### config.mk
export PLATFORM = sky130hd
export DESIGN_NAME = akme_queue
export DESIGN_NICKNAME = d
export VERILOG_FILES = /design/src/rtl/akme_pkg.sv /design/src/rtl/akme_queue.sv
export SDC_FILE = /design/constraint.sdc
export NUM_CORES = 1
export LEC_CHECK = 0
export ABC_AREA = 1
export BUFFER_PORTS_ARGS = -buffer_cell sky130_fd_sc_hd__buf_4
export CAP_MARGIN = 20
export CORE_ASPECT_RATIO = 1.75
export CORE_MARGIN = 2
export CORE_UTILIZATION = 54
export CTS_BUF_LIST = sky130_fd_sc_hd__clkbuf_4 sky130_fd_sc_hd__clkbuf_8
export CTS_CLUSTER_DIAMETER = 30
export DETAILED_ROUTE_END_ITERATION = 10
export PLACE_DENSITY = 0.79
export SLEW_MARGIN = 30
export SYNTH_ARGS = -nofsm -noshare
export SYNTH_HDL_FRONTEND = slang
export SYNTH_SLANG_ARGS = --single-unit
export TNS_END_PERCENT = 5
### constraint.sdc
create_clock -name i_clk -period 4.7 [get_ports i_clk]
set_input_delay 0 -clock i_clk [delete_from_list [all_inputs] [get_ports i_clk]]
set_output_delay 0 -clock i_clk [all_outputs]
set_load 0.01 [all_outputs]
### src/rtl/akme_pkg.sv
// akme_pkg: shared types and constants of the keyed MAC engine.
// No dependencies; imported by every module of the block.
`default_nettype none

package akme_pkg;

    // Block geometry: 64-byte blocks of eight 64-bit slots, 32-byte tag
    localparam int unsigned BLOCK_BYTES = 64;
    localparam int unsigned TAG_BYTES   = 32;
    localparam int unsigned SLOTS       = BLOCK_BYTES / 8;
    localparam int unsigned TAG_CHUNKS  = TAG_BYTES / 8;

    // Configuration register indexes
    localparam logic [2:0] CFG_KEY0   = 3'd0;
    localparam logic [2:0] CFG_KEY1   = 3'd1;
    localparam logic [2:0] CFG_KEY2   = 3'd2;
    localparam logic [2:0] CFG_KEY3   = 3'd3;
    localparam logic [2:0] CFG_ROUNDS = 3'd4;

    localparam logic [7:0] ROUNDS_RESET = 8'd32;

    // Fixed words loaded into rows 2-3 at the start of a message
    localparam logic [7:0][31:0] INIT_CONSTS = {
        32'hec05e8fb, 32'hf64a2a14, 32'h9aa44f2e, 32'hefda0713,
        32'h923481c0, 32'hc318af38, 32'hc6685b1d, 32'he2522dcb
    };

    // 4x4 matrix of 32-bit words, word r*4+c at index r*4+c
    typedef logic [15:0][31:0] t_mat;

    // Configuration seen by the mixing engine
    typedef struct packed {
        logic [3:0][63:0] key;
        logic [7:0]       rounds;
    } t_cfg;

    // Classified chunk passed from front to back
    typedef struct packed {
        logic [63:0] data;     // masked message bytes
        logic        occupy;   // takes a slot in the block
        logic        first;
        logic        last;
    } t_cmd;

endpackage

`default_nettype wire

### src/rtl/akme_queue.sv
// akme_queue: two-entry command queue between front and back.
// Depends on akme_pkg.
`default_nettype none

module akme_queue (
    input  wire logic            i_clk,
    input  wire logic            i_rst_n,
    input  wire logic            i_push,
    input  wire akme_pkg::t_cmd  i_cmd,
    output logic                 o_full,
    input  wire logic            i_pop,
    output logic                 o_empty,
    output akme_pkg::t_cmd       o_cmd
);
    import akme_pkg::*;

    t_cmd       r_mem [2];
    logic       r_wr_ptr, r_rd_ptr;
    logic [1:0] r_count;
    logic       do_push, do_pop;

    assign o_full  = (r_count == 2'd2);
    assign o_empty = (r_count == 2'd0);
    assign do_push = i_push && !o_full;
    assign do_pop  = i_pop && !o_empty;
    assign o_cmd   = r_mem[r_rd_ptr];

    // Storage, no reset on payload
    always_ff @(posedge i_clk) begin
        if (do_push) begin
            r_mem[r_wr_ptr] <= i_cmd;
        end
    end

    // Pointers and fill count
    always_ff @(posedge i_clk) begin
        if (!i_rst_n) begin
            r_wr_ptr <= 1'b0;
            r_rd_ptr <= 1'b0;
            r_count  <= 2'd0;
        end else begin
            if (do_push) r_wr_ptr <= !r_wr_ptr;
            if (do_pop)  r_rd_ptr <= !r_rd_ptr;
            if (do_push && !do_pop)      r_count <= r_count + 2'd1;
            else if (do_pop && !do_push) r_count <= r_count - 2'd1;
        end
    end

endmodule

`default_nettype wire

==> results.yml <==
global_route:
  grt_antenna_before_repair: 0
  pin_count_of_the_biggest_net_entering_global_routing: 45
  grt_pass1_vias: 3160
  wire_length_of_the_first_global_routing_pass_microns: 15600
  grt_remaining_overflow: 0
  global_route.usage.total: 0.206
clocking:
  number_of_clock_sinks: 139
  cts.reportedPaths.clkPinSlew_ps: 70
  cts-resized-gates: 0
  cts_tree: "yes"
  numCtsBuffers: 17
  htreeDepth: 4
  clock_latency_ps: 430
  max-clock-path-buffers: 2
  cts_root_buf: "sky130_fd_sc_hd__clkbuf_8"
worst_setup_path:
  cp.arrival_ps: 2400
  critical-path-max-stage-delay_ps: 640
  critPathTopFamily: "simple AND/OR/NAND/NOR gates"
  critical_path_peak_fanout: 44
  timing.critical_path.cells: "o21ai_0, nor2_4, buf_4"
  worst_setup_path_end_kind: "flop"
  required_ps: 4760
  worst_path_max_delay_cell: "sky130_fd_sc_hd__nor2_4"
  setup.worst_path.start_class: "flop"
  path_class: "reg -> reg"
  cp_num_buf_inv: 1
power_and_ir_drop:
  vdd.ir_drop.worst_uv: 487
  power_leakage_nw: 2.90
  power_density_nw_per_um2: 461
detailed_routing:
  route.detailed.vias_per_inst: 4.92
  avgRoutedWirePerCell_microns: 17.1
  drt_wl_total_microns: 10300
  via_count: 2978
  drt_pre_antenna_iters: 6
  drtAntennaViolNets: 0
  remaining_drc_errors: 0
  detail_route.iter0.violations: 129
sta:
  clock.fmax_mhz: 428
  timing_hold_violations_final: 0
  tightestPinTransition_ps: 778
  holdWs_ps: 246
  rsz0062_at_grt: "no"
  timing.max_slew.rel_slack: 0.476
  summed_negative_setup_slack_over_all_endpoints_ps: 0
  setup_violations: 0
  final.setup_skew_ps: 6.57
  finalWorstPathRequiredPeriod_ps: 2330
  report.final.slew_viol_count: 0
  min_period_over_period: 0.497
logic_synthesis:
  synth_seq_cells: 139
  yosys-top-cells-count: "134 x sky130_fd_sc_hd__edfxtp_1, 37 x sky130_fd_sc_hd__mux2_2, 30 x sky130_fd_sc_hd__mux2_4"
  ys.warnings.count: 0
  post-synth-top-area-cell: "sky130_fd_sc_hd__edfxtp_1"
  avgSynthCellArea_sq_um: 21.1
  yosysSeqAreaShare: 0.795
  most_instantiated_library_cell_after_synthesis: "sky130_fd_sc_hd__edfxtp_1"
  postSynthNetCount: 318
  synth.lib_cells_used.distinct: 15
  synth_top_flop_cell: "sky130_fd_sc_hd__edfxtp_1"
  synthDominantCellAreaShare: 0.776
  synth_area_leaders: "sky130_fd_sc_hd__edfxtp_1 78%, sky130_fd_sc_hd__mux2_4 8.7%, sky130_fd_sc_hd__mux2_2 8.0%"
  synthesis.area_sq_um: 5190
  synth_async_sr_flop_share: 0
  synthCells: 246
  synth_edf_count: 134
final_layout:
  final_layout_size_suffix_gt1_frac: 0.497
  areaGrowthSynthToFinish_pct: 43.3
  num_antenna_cells: 0
  layoutNonFillerInstCount: 605
  finish.net_count: 542
floorplanning:
  floorplan.initialDensity: 0.551
  rows: 47
  fp.dieArea_sq_um: 10400
  die_h_microns: 134
  core_region_area_sq_um: 9410
  chipWidth_microns: 78.1
  floorplan.io_pins: 140
placement:
  buffer_ports.inserted: 139
  dp_hpwl_microns: 6390
  weighted_congestion_reported_at_the_end_of_routability_driven_placement: 0.704
  placedCellCount: 504
flow_run:
  maxCapViolations: 0
status:
  outcome: "finished clean"
hold_path:
  timing.hold.worst.class: "in -> reg"
[path summary, 6_finish.rpt]
kind	start	to	slack [ps]	cells after the start
setup / recovery	r_count[0]	r_mem[1][13]	2370	3
hold / removal	i_push	r_wr_ptr	250	4
hold reg to reg	r_rd_ptr	r_rd_ptr	530	2
setup reg to reg	r_count[0]	r_mem[1][13]	2370	3
[routing by layer]
metal,global-route usage,routed length [microns],vias up
met3,0.0603,499,22
li1,-,-,1397
met4,0.106,291,0
met1,0.198,3590,1461
met2,0.387,5930,98
met5,0,0,-
[power breakdown]
part	switching (mW)	internal, mW	total (mW)
Clock	0.398	0.412	0.810
Sequential	0.0903	1.57	1.66
Combinational	0.424	0.534	0.958
[cell usage in the layout (no fill, tap or decap), drive strengths merged]
cell         instances
dfxtp                5
nor2                11
a21oi                1
dlygate4sd3         69
bufinv               1
mux2                67
inv                  9
clkbuf              19
edfxtp             134
buf                143
nand4                1
ha                   1
clkinv              12
nand3                1
nand2                6
o21ai                3
[stage by stage]
stage               utilization  power, mW  instance area [sq um]  setup slack [ps]
global route              0.790       3.58                   7430              2160
floorplan                     -       2.18                   5190               866
detailed placement        0.681       2.59                   6410              2360
CTS                       0.790       3.45                   7430              2340
global placement          0.676       2.54                   6360              2230
finish                    0.790       3.43                   7430              2370
[timing repair]
action | CTS | global route
setup buffers | 0 | 0
hold buffers | 69 | 0
endpoints found under the hold margin | 139 | 0
[worst reg2reg max path: stages, from the launching register on]
cell                      delay, ps
sky130_fd_sc_hd__dfxtp_1        390
sky130_fd_sc_hd__o21ai_0        300
sky130_fd_sc_hd__nor2_4         640
sky130_fd_sc_hd__buf_4          610
[kinds of logic after synthesis]
kind of cell	Yosys count	share of synthesized area
and+or+nand+nor	19	0.0145
adders and majority gates	1	0.00241
muxes	67	0.167
buffers and inverters	16	0.0174
AOI/OAI and AO/OA	4	0.00386
DFF	139	0.795
[state kept, by name, summed over array words and instances, names as in the netlist, named ones only]
signal / flops
r_count: 2
r_mem: 134
r_rd_ptr: 1
r_wr_ptr: 1
[cell type report]
| type | instances | area, sq um |
|---|---|---|
| Clock buffer | 19 | 249 |
| Clock inverter | 13 | 83.8 |
| Fill cell | 514 | 1980 |
| Inverter | 9 | 33.8 |
| Multi-Input combinational cell | 91 | 990 |
| Sequential cell | 139 | 4130 |
| Tap cell | 122 | 153 |
| Timing Repair Buffer | 212 | 1800 |
Note: power is estimated with default switching activity, not from simulation.
