--- src/rtl/akme_pkg.sv ---
// akme_pkg: shared types and constants of the keyed MAC engine.
// No dependencies; imported by every module of the block.
`default_nettype none

package akme_pkg;

    // Block geometry: 64-byte blocks of eight 64-bit slots, 32-byte tag
    localparam int unsigned BLOCK_BYTES = 64;
    localparam int unsigned TAG_BYTES   = 32;
    localparam int unsigned SLOTS       = BLOCK_BYTES / 8;
    localparam int unsigned TAG_CHUNKS  = TAG_BYTES / 8;

    // Configuration register indexes
    localparam logic [2:0] CFG_KEY0   = 3'd0;
    localparam logic [2:0] CFG_KEY1   = 3'd1;
    localparam logic [2:0] CFG_KEY2   = 3'd2;
    localparam logic [2:0] CFG_KEY3   = 3'd3;
    localparam logic [2:0] CFG_ROUNDS = 3'd4;

    localparam logic [7:0] ROUNDS_RESET = 8'd32;

    // Fixed words loaded into rows 2-3 at the start of a message
    localparam logic [7:0][31:0] INIT_CONSTS = {
        32'hec05e8fb, 32'hf64a2a14, 32'h9aa44f2e, 32'hefda0713,
        32'h923481c0, 32'hc318af38, 32'hc6685b1d, 32'he2522dcb
    };

    // 4x4 matrix of 32-bit words, word r*4+c at index r*4+c
    typedef logic [15:0][31:0] t_mat;

    // Configuration seen by the mixing engine
    typedef struct packed {
        logic [3:0][63:0] key;
        logic [7:0]       rounds;
    } t_cfg;

    // Classified chunk passed from front to back
    typedef struct packed {
        logic [63:0] data;     // masked message bytes
        logic        occupy;   // takes a slot in the block
        logic        first;
        logic        last;
    } t_cmd;

endpackage

`default_nettype wire

--- src/rtl/akme_front.sv ---
// akme_front: masks the input chunk and classifies it into a command.
// Depends on akme_pkg.
`default_nettype none

module akme_front (
    input  wire logic [63:0]  i_chunk,
    input  wire logic [3:0]   i_nbytes,
    input  wire logic         i_first,
    input  wire logic         i_last,
    output akme_pkg::t_cmd    o_cmd
);
    import akme_pkg::*;

    logic [3:0]  nb_clamp;
    logic [63:0] keep_mask;

    // Clamp byte count to eight
    assign nb_clamp = (i_nbytes > 4'd8) ? 4'd8 : i_nbytes;

    // Keep the leading bytes only
    always_comb begin
        keep_mask = '0;
        for (int b = 0; b < 8; b++) begin
            if (4'(b) < nb_clamp) begin
                keep_mask[63 - 8*b -: 8] = 8'hff;
            end
        end
    end

    // An empty last chunk only closes the message
    always_comb begin
        o_cmd.data   = i_chunk & keep_mask;
        o_cmd.occupy = !(i_last && (nb_clamp == 4'd0));
        o_cmd.first  = i_first;
        o_cmd.last   = i_last;
    end

endmodule

`default_nettype wire

--- config.mk ---
export PLATFORM = sky130hd
export DESIGN_NAME = akme_front
export DESIGN_NICKNAME = d
export VERILOG_FILES = /design/src/rtl/akme_pkg.sv /design/src/rtl/akme_front.sv
export SDC_FILE = /design/constraint.sdc
export NUM_CORES = 1
export LEC_CHECK = 0
export ABC_CLOCK_PERIOD_IN_PS = 900
export CAP_MARGIN = 25
export CORE_AREA = 2 2 52 54
export DETAILED_ROUTE_END_ITERATION = 8
export DIE_AREA = 0 0 54 56
export DONT_BUFFER_PORTS = 1
export PLACE_DENSITY_LB_ADDON = 0.12
export RECOVER_POWER = 50
export SLEW_MARGIN = 20
export SYNTH_ARGS = -nofsm -noshare
export SYNTH_HDL_FRONTEND = slang
export SYNTH_SLANG_ARGS = --single-unit
--- constraint.sdc ---
create_clock -name vclk -period 0.9
set_input_delay 0 -clock vclk [all_inputs]
set_output_delay 0 -clock vclk [all_outputs]
set_load 0.02 [all_outputs]
==> results.yml, run 1 <==
floorplanning:
  dieWidth_um: 54
  core_um2: 2432
  pin_count: 137
  rows: 18
  dieArea_um2: 3024
  die_h_um: 56
  initial_core_util_pct: 20.68
drt:
  wl_met1_um: 524
  top_layer: "met3"
  antenna_left: 0
  vias: 572
  drcViolationCount: 0
  drt_wl_total_um: 1727
  route.detailed.wl_per_inst_um: 14.76
  wl_met2_um: 953
  wl_met3_um: 249
  routed_via_density: 4.889
  drt_iter0_drc: 6
  drtPass1Iterations: 2
yosys:
  yosysSeqAreaShare_pct: 0
  synth_common_cells: "42 x nor2b_1, 8 x a21boi_0, 8 x and2_1, 6 x and2b_1, 2 x buf_4"
  synth_most_common_cell: "nor2b_1"
  synth.area.top_cells: "nor2b_1 52%, a21boi_0 12%, and2_1 10%"
  avgSynthCellArea_um2: 6.618
  synthDistinctLibCells: 15
  synth.net_count: 146
  synth_top_area_cell: "nor2b_1"
  ys.warnings.count: 0
  yosysTopAreaCellShare_pct: 52.24
  syn_area_um2: 503.0
  synth_cells: 76
final_layout:
  antenna_cells: 0
  final_area_um2: 608.1
  area_growth_pct: 20.90
  final_layout_size_suffix_gt1_share_pct: 12.64
  clkbuf_count: 0
  fin_nets: 159
  seq_cell_count: 0
  seqCellArea_um2: 0
  nFillCells: 265
sta:
  setup_viol: 0
  hold_viol: 0
  max_slew_margin_pct: 67.55
  layout_min_cycle_time_ns: 0.7042
  rsz0062_at_grt: "false"
  finalCritPeriodShare_pct: 78.24
  max_slew.worst_pin.slew_ns: 0.4859
  finalSetupTns_ns: 0
  max_freq_ghz: 1.420
  maxSlewViolCount: 0
critical_path:
  cp_top_family: "simple AND/OR/NAND/NOR gates"
  cp.arrival_ns: 0.70
  crit_path_cell_trace: "nor3_1 > clkbuf_1 > and2b_1"
  cp-start-kind: "input pin"
  path_buf_inv: 1
  end_kind: "output port"
  slowest_stage: "and2b_1"
  worstPathRequired_ns: 0.90
  path_class: "input pin to output port"
  critPathMaxFanout: 8
  cpPeakStageDelay_ns: 0.30
global_routing:
  grt_max_degree: 16
  grt_overflow_total: 0
  grt_first_pass_wirelength_um: 2221
  grt_pass1_vias: 513
  antenna_found_initial: 0
  grt_usage_pct: 9.062
run_status:
  status: "completed"
pwr:
  p_per_area_nw_per_um2: 775.6
  vdd_drop_max_uv: 264.3
  total_leakage_power_nw: 0.2320
clocking:
  cts_setup_buffers: 0
  cts_resized: 0
  cts_hold_buf: 0
placement:
  gp_congestion: 0.6471
  dp_hpwl_um: 1554
  io_buffers: 0
  placed_cell_area_um2: 626.9
worst_hold_path:
  hp-class: "input pin to output port"
run:
  cap_violations: 0
==> logic make-up after synthesis <==
logic type | synth area share (%)
simple gates | 77.86
compound gates | 17.66
buf+inv | 4.475
==> cells in the final DEF, fill, tap and decap left out, drive strengths merged <==
cell | netlist | final
nor2 | 1 | 1
inv | 1 | 1
a31oi | 1 | 1
a21oi | 1 | 1
and2 | 8 | 8
nor2b | 42 | 42
nor3 | 1 | 1
and2b | 6 | 6
a211oi | 1 | 1
buf | 2 | 9
nor4 | 1 | 1
clkbuf | 1 | 5
nand2 | 1 | 1
a21boi | 8 | 8
o21ai | 1 | 1
==> power breakdown <==
| part | leakage [nW] | internal, mW | total, mW | switching [mW] |
|---|---|---|---|---|
| Combinational | 0.232 | 0.130 | 0.472 | 0.342 |
| Clock | 0 | 0 | 0 | 0 |
| Sequential | 0 | 0 | 0 | 0 |
| Total | 0.232 | 0.130 | 0.472 | 0.342 |
==> per-stage QoR <==
step                std cells  utilization (%)  power, mW  hold WS, ns  setup slack, ns
CTS                       117            25.77     0.4899    0.0001367           0.1769
global route              117            25.00     0.5046   0.00004704          0.07826
finish                    117            25.00     0.4716  0.000008735           0.1958
floorplan                  76                -     0.4179       0.1126          0.06935
global placement          117            25.77     0.4913    0.0001367           0.2043
detailed placement        117            25.77     0.4894    0.0001367           0.1808
==> cell type report <==
class	count	area (um^2)	share of cell area, %
Multi-Input combinational cell	72	480.5	79.01
Timing Repair Buffer	14	86.33	14.20
Tap cell	30	37.54	6.173
Inverter	1	3.754	0.6173
==> worst paths after layout <==
check / start / endpoint / slack [ns] / depth (start not counted)
setup / recovery: i_nbytes[1] / o_cmd[56] / 0.20 / 3
hold / removal: i_last / o_cmd[0] / 0.000009 / 0
==> layer usage <==
metal | vias up | global-route usage [%]
met4 | 0 | 0
met5 | - | 0
met3 | 0 | 0.5376
li1 | 265 | -
met1 | 240 | 9.776
met2 | 67 | 18.99
(Power assumes the default switching activity.)
==> inputs of run 2 (changes only) <==
- ABC_CLOCK_PERIOD_IN_PS: 900 -> 800
- clock period: 0.9 -> 0.8 ns (I/O delays scaled with it)
==> results.yml, run 2 (synthesis results as in run 1) <==
pwr:
  p_per_area_nw_per_um2: 865.1
  total_leakage_power_nw: 0.2453
  vdd_drop_max_uv: 264.4
sta:
  finalCritPeriodShare_pct: 86.22
  rsz0062_at_grt: "false"
  maxSlewViolCount: 0
  hold_viol: 0
  max_freq_ghz: 1.450
  hold_ws_ns: 0.000009878
  layout_min_cycle_time_ns: 0.6898
  setup_viol: 0
  setup_slack_ns: 0.1102
  max_slew_margin_pct: 70.94
  max_slew.worst_pin.slew_ns: 0.4350
floorplanning:
  core_um2: 2432
  initial_core_util_pct: 20.68
  pin_count: 137
  rows: 18
  die_h_um: 56
  dieArea_um2: 3024
  dieWidth_um: 54
final_layout:
  seq_cell_count: 0
  area_growth_pct: 24.13
  nFillCells: 278
  clkbuf_count: 0
  seqCellArea_um2: 0
  final_common_cell: "nor2b_1"
  final_layout_size_suffix_gt1_share_pct: 15.73
  fin_nets: 161
  final_cell_mix: "42 x nor2b_1, 11 x buf_4, 8 x and2_0, 8 x a21boi_0, 6 x and2b_1"
  antenna_cells: 0
clocking:
  cts_setup_buffers: 0
  cts_hold_buf: 0
  cts_resized: 0
global_routing:
  grt_first_pass_wirelength_um: 2194
  grt_pass1_vias: 514
  grt_max_degree: 16
  grt_overflow_total: 0
  grt_usage_pct: 9.009
  antenna_found_initial: 0
critical_path:
  path_class: "input pin to output port"
  cpPeakStageDelay_ns: 0.29
  cp.arrival_ns: 0.69
  slowest_stage: "and2b_1"
  cp-start-kind: "input pin"
  crit_path_cell_trace: "nor3_1 > clkbuf_1 > and2b_1"
  critPathMaxFanout: 8
  end_kind: "output port"
  worstPathRequired_ns: 0.80
worst_hold_path:
  min_from: "i_last"
  hold_end: "o_cmd[0]"
  hp-class: "input pin to output port"
  whs_path_depth: 0
drt:
  routed_via_density: 4.866
  drtPass1Iterations: 2
  antenna_left: 0
  route.detailed.wl_per_inst_um: 14.89
  drt_iter0_drc: 3
  vias: 579
  drt_wl_total_um: 1772
  drcViolationCount: 0
run:
  cap_violations: 0
placement:
  dp_hpwl_um: 1567
  gp_congestion: 0.6615
  place_worst_setup_slack_ns: 0.1662
  io_buffers: 0
run_status:
  status: "completed"
-- run 2: changes by cell type in the layout (fill, tap and decap cells not counted) --
cell / previous run / this run
clkbuf_2: 0 / 1
buf_4: 9 / 11
clkbuf_1: 5 / 4
-- run 2: metal layers --
| metal | vias up | GRT usage (%) | wire [um] |
|---|---|---|---|
| met5 | - | 0 | 0 |
| met4 | 0 | 0 | 0 |
| met3 | 0 | 0.8065 | 241 |
| met2 | 65 | 18.82 | 960 |
| met1 | 244 | 9.615 | 571 |
| li1 | 270 | - | - |
-- run 2: cell type report --
type	count	area, um^2	share of cell area (%)
Inverter	1	3.754	0.6012
Multi-Input combinational cell	72	480.5	76.95
Tap cell	30	37.54	6.012
Timing Repair Buffer	16	102.6	16.43
-- run 2: power breakdown --
part | internal (mW) | switching, mW
Sequential | 0 | 0
Clock | 0 | 0
Combinational | 0.153 | 0.387
-- run 2: stage by stage --
| step | instances | cell area [um^2] | power (mW) | setup TNS [ns] | util, % |
|---|---|---|---|---|---|
| after CTS | 119 | 641.9 | 0.5587 | 0 | 26.39 |
| final | 119 | 624.3 | 0.5401 | 0 | 25.67 |
| after global routing | 119 | 624.3 | 0.5754 | 0 | 25.67 |
| after detailed placement | 119 | 641.9 | 0.5580 | 0 | 26.39 |
| after floorplan | 76 | 503.0 | 0.4702 | -0.2452 | - |
| after global placement | 119 | 641.9 | 0.5585 | 0 | 26.39 |
-- run 2: worst max-delay path: cells and delay by family --
family        cells  cell delay [ns]
buf+inv           1             0.24
simple gates      2             0.45
-- run 2: worst max-delay path by stage --
| stage | startpoint | depth (start not counted) | to |
|---|---|---|---|
| global placement | i_nbytes[0] | 4 | o_cmd[31] |
| detailed placement | i_nbytes[0] | 4 | o_cmd[31] |
| floorplan | i_nbytes[3] | 3 | o_cmd[27] |
| global route | i_nbytes[1] | 3 | o_cmd[57] |
| CTS | i_nbytes[0] | 4 | o_cmd[31] |
| finish | i_nbytes[1] | 3 | o_cmd[57] |
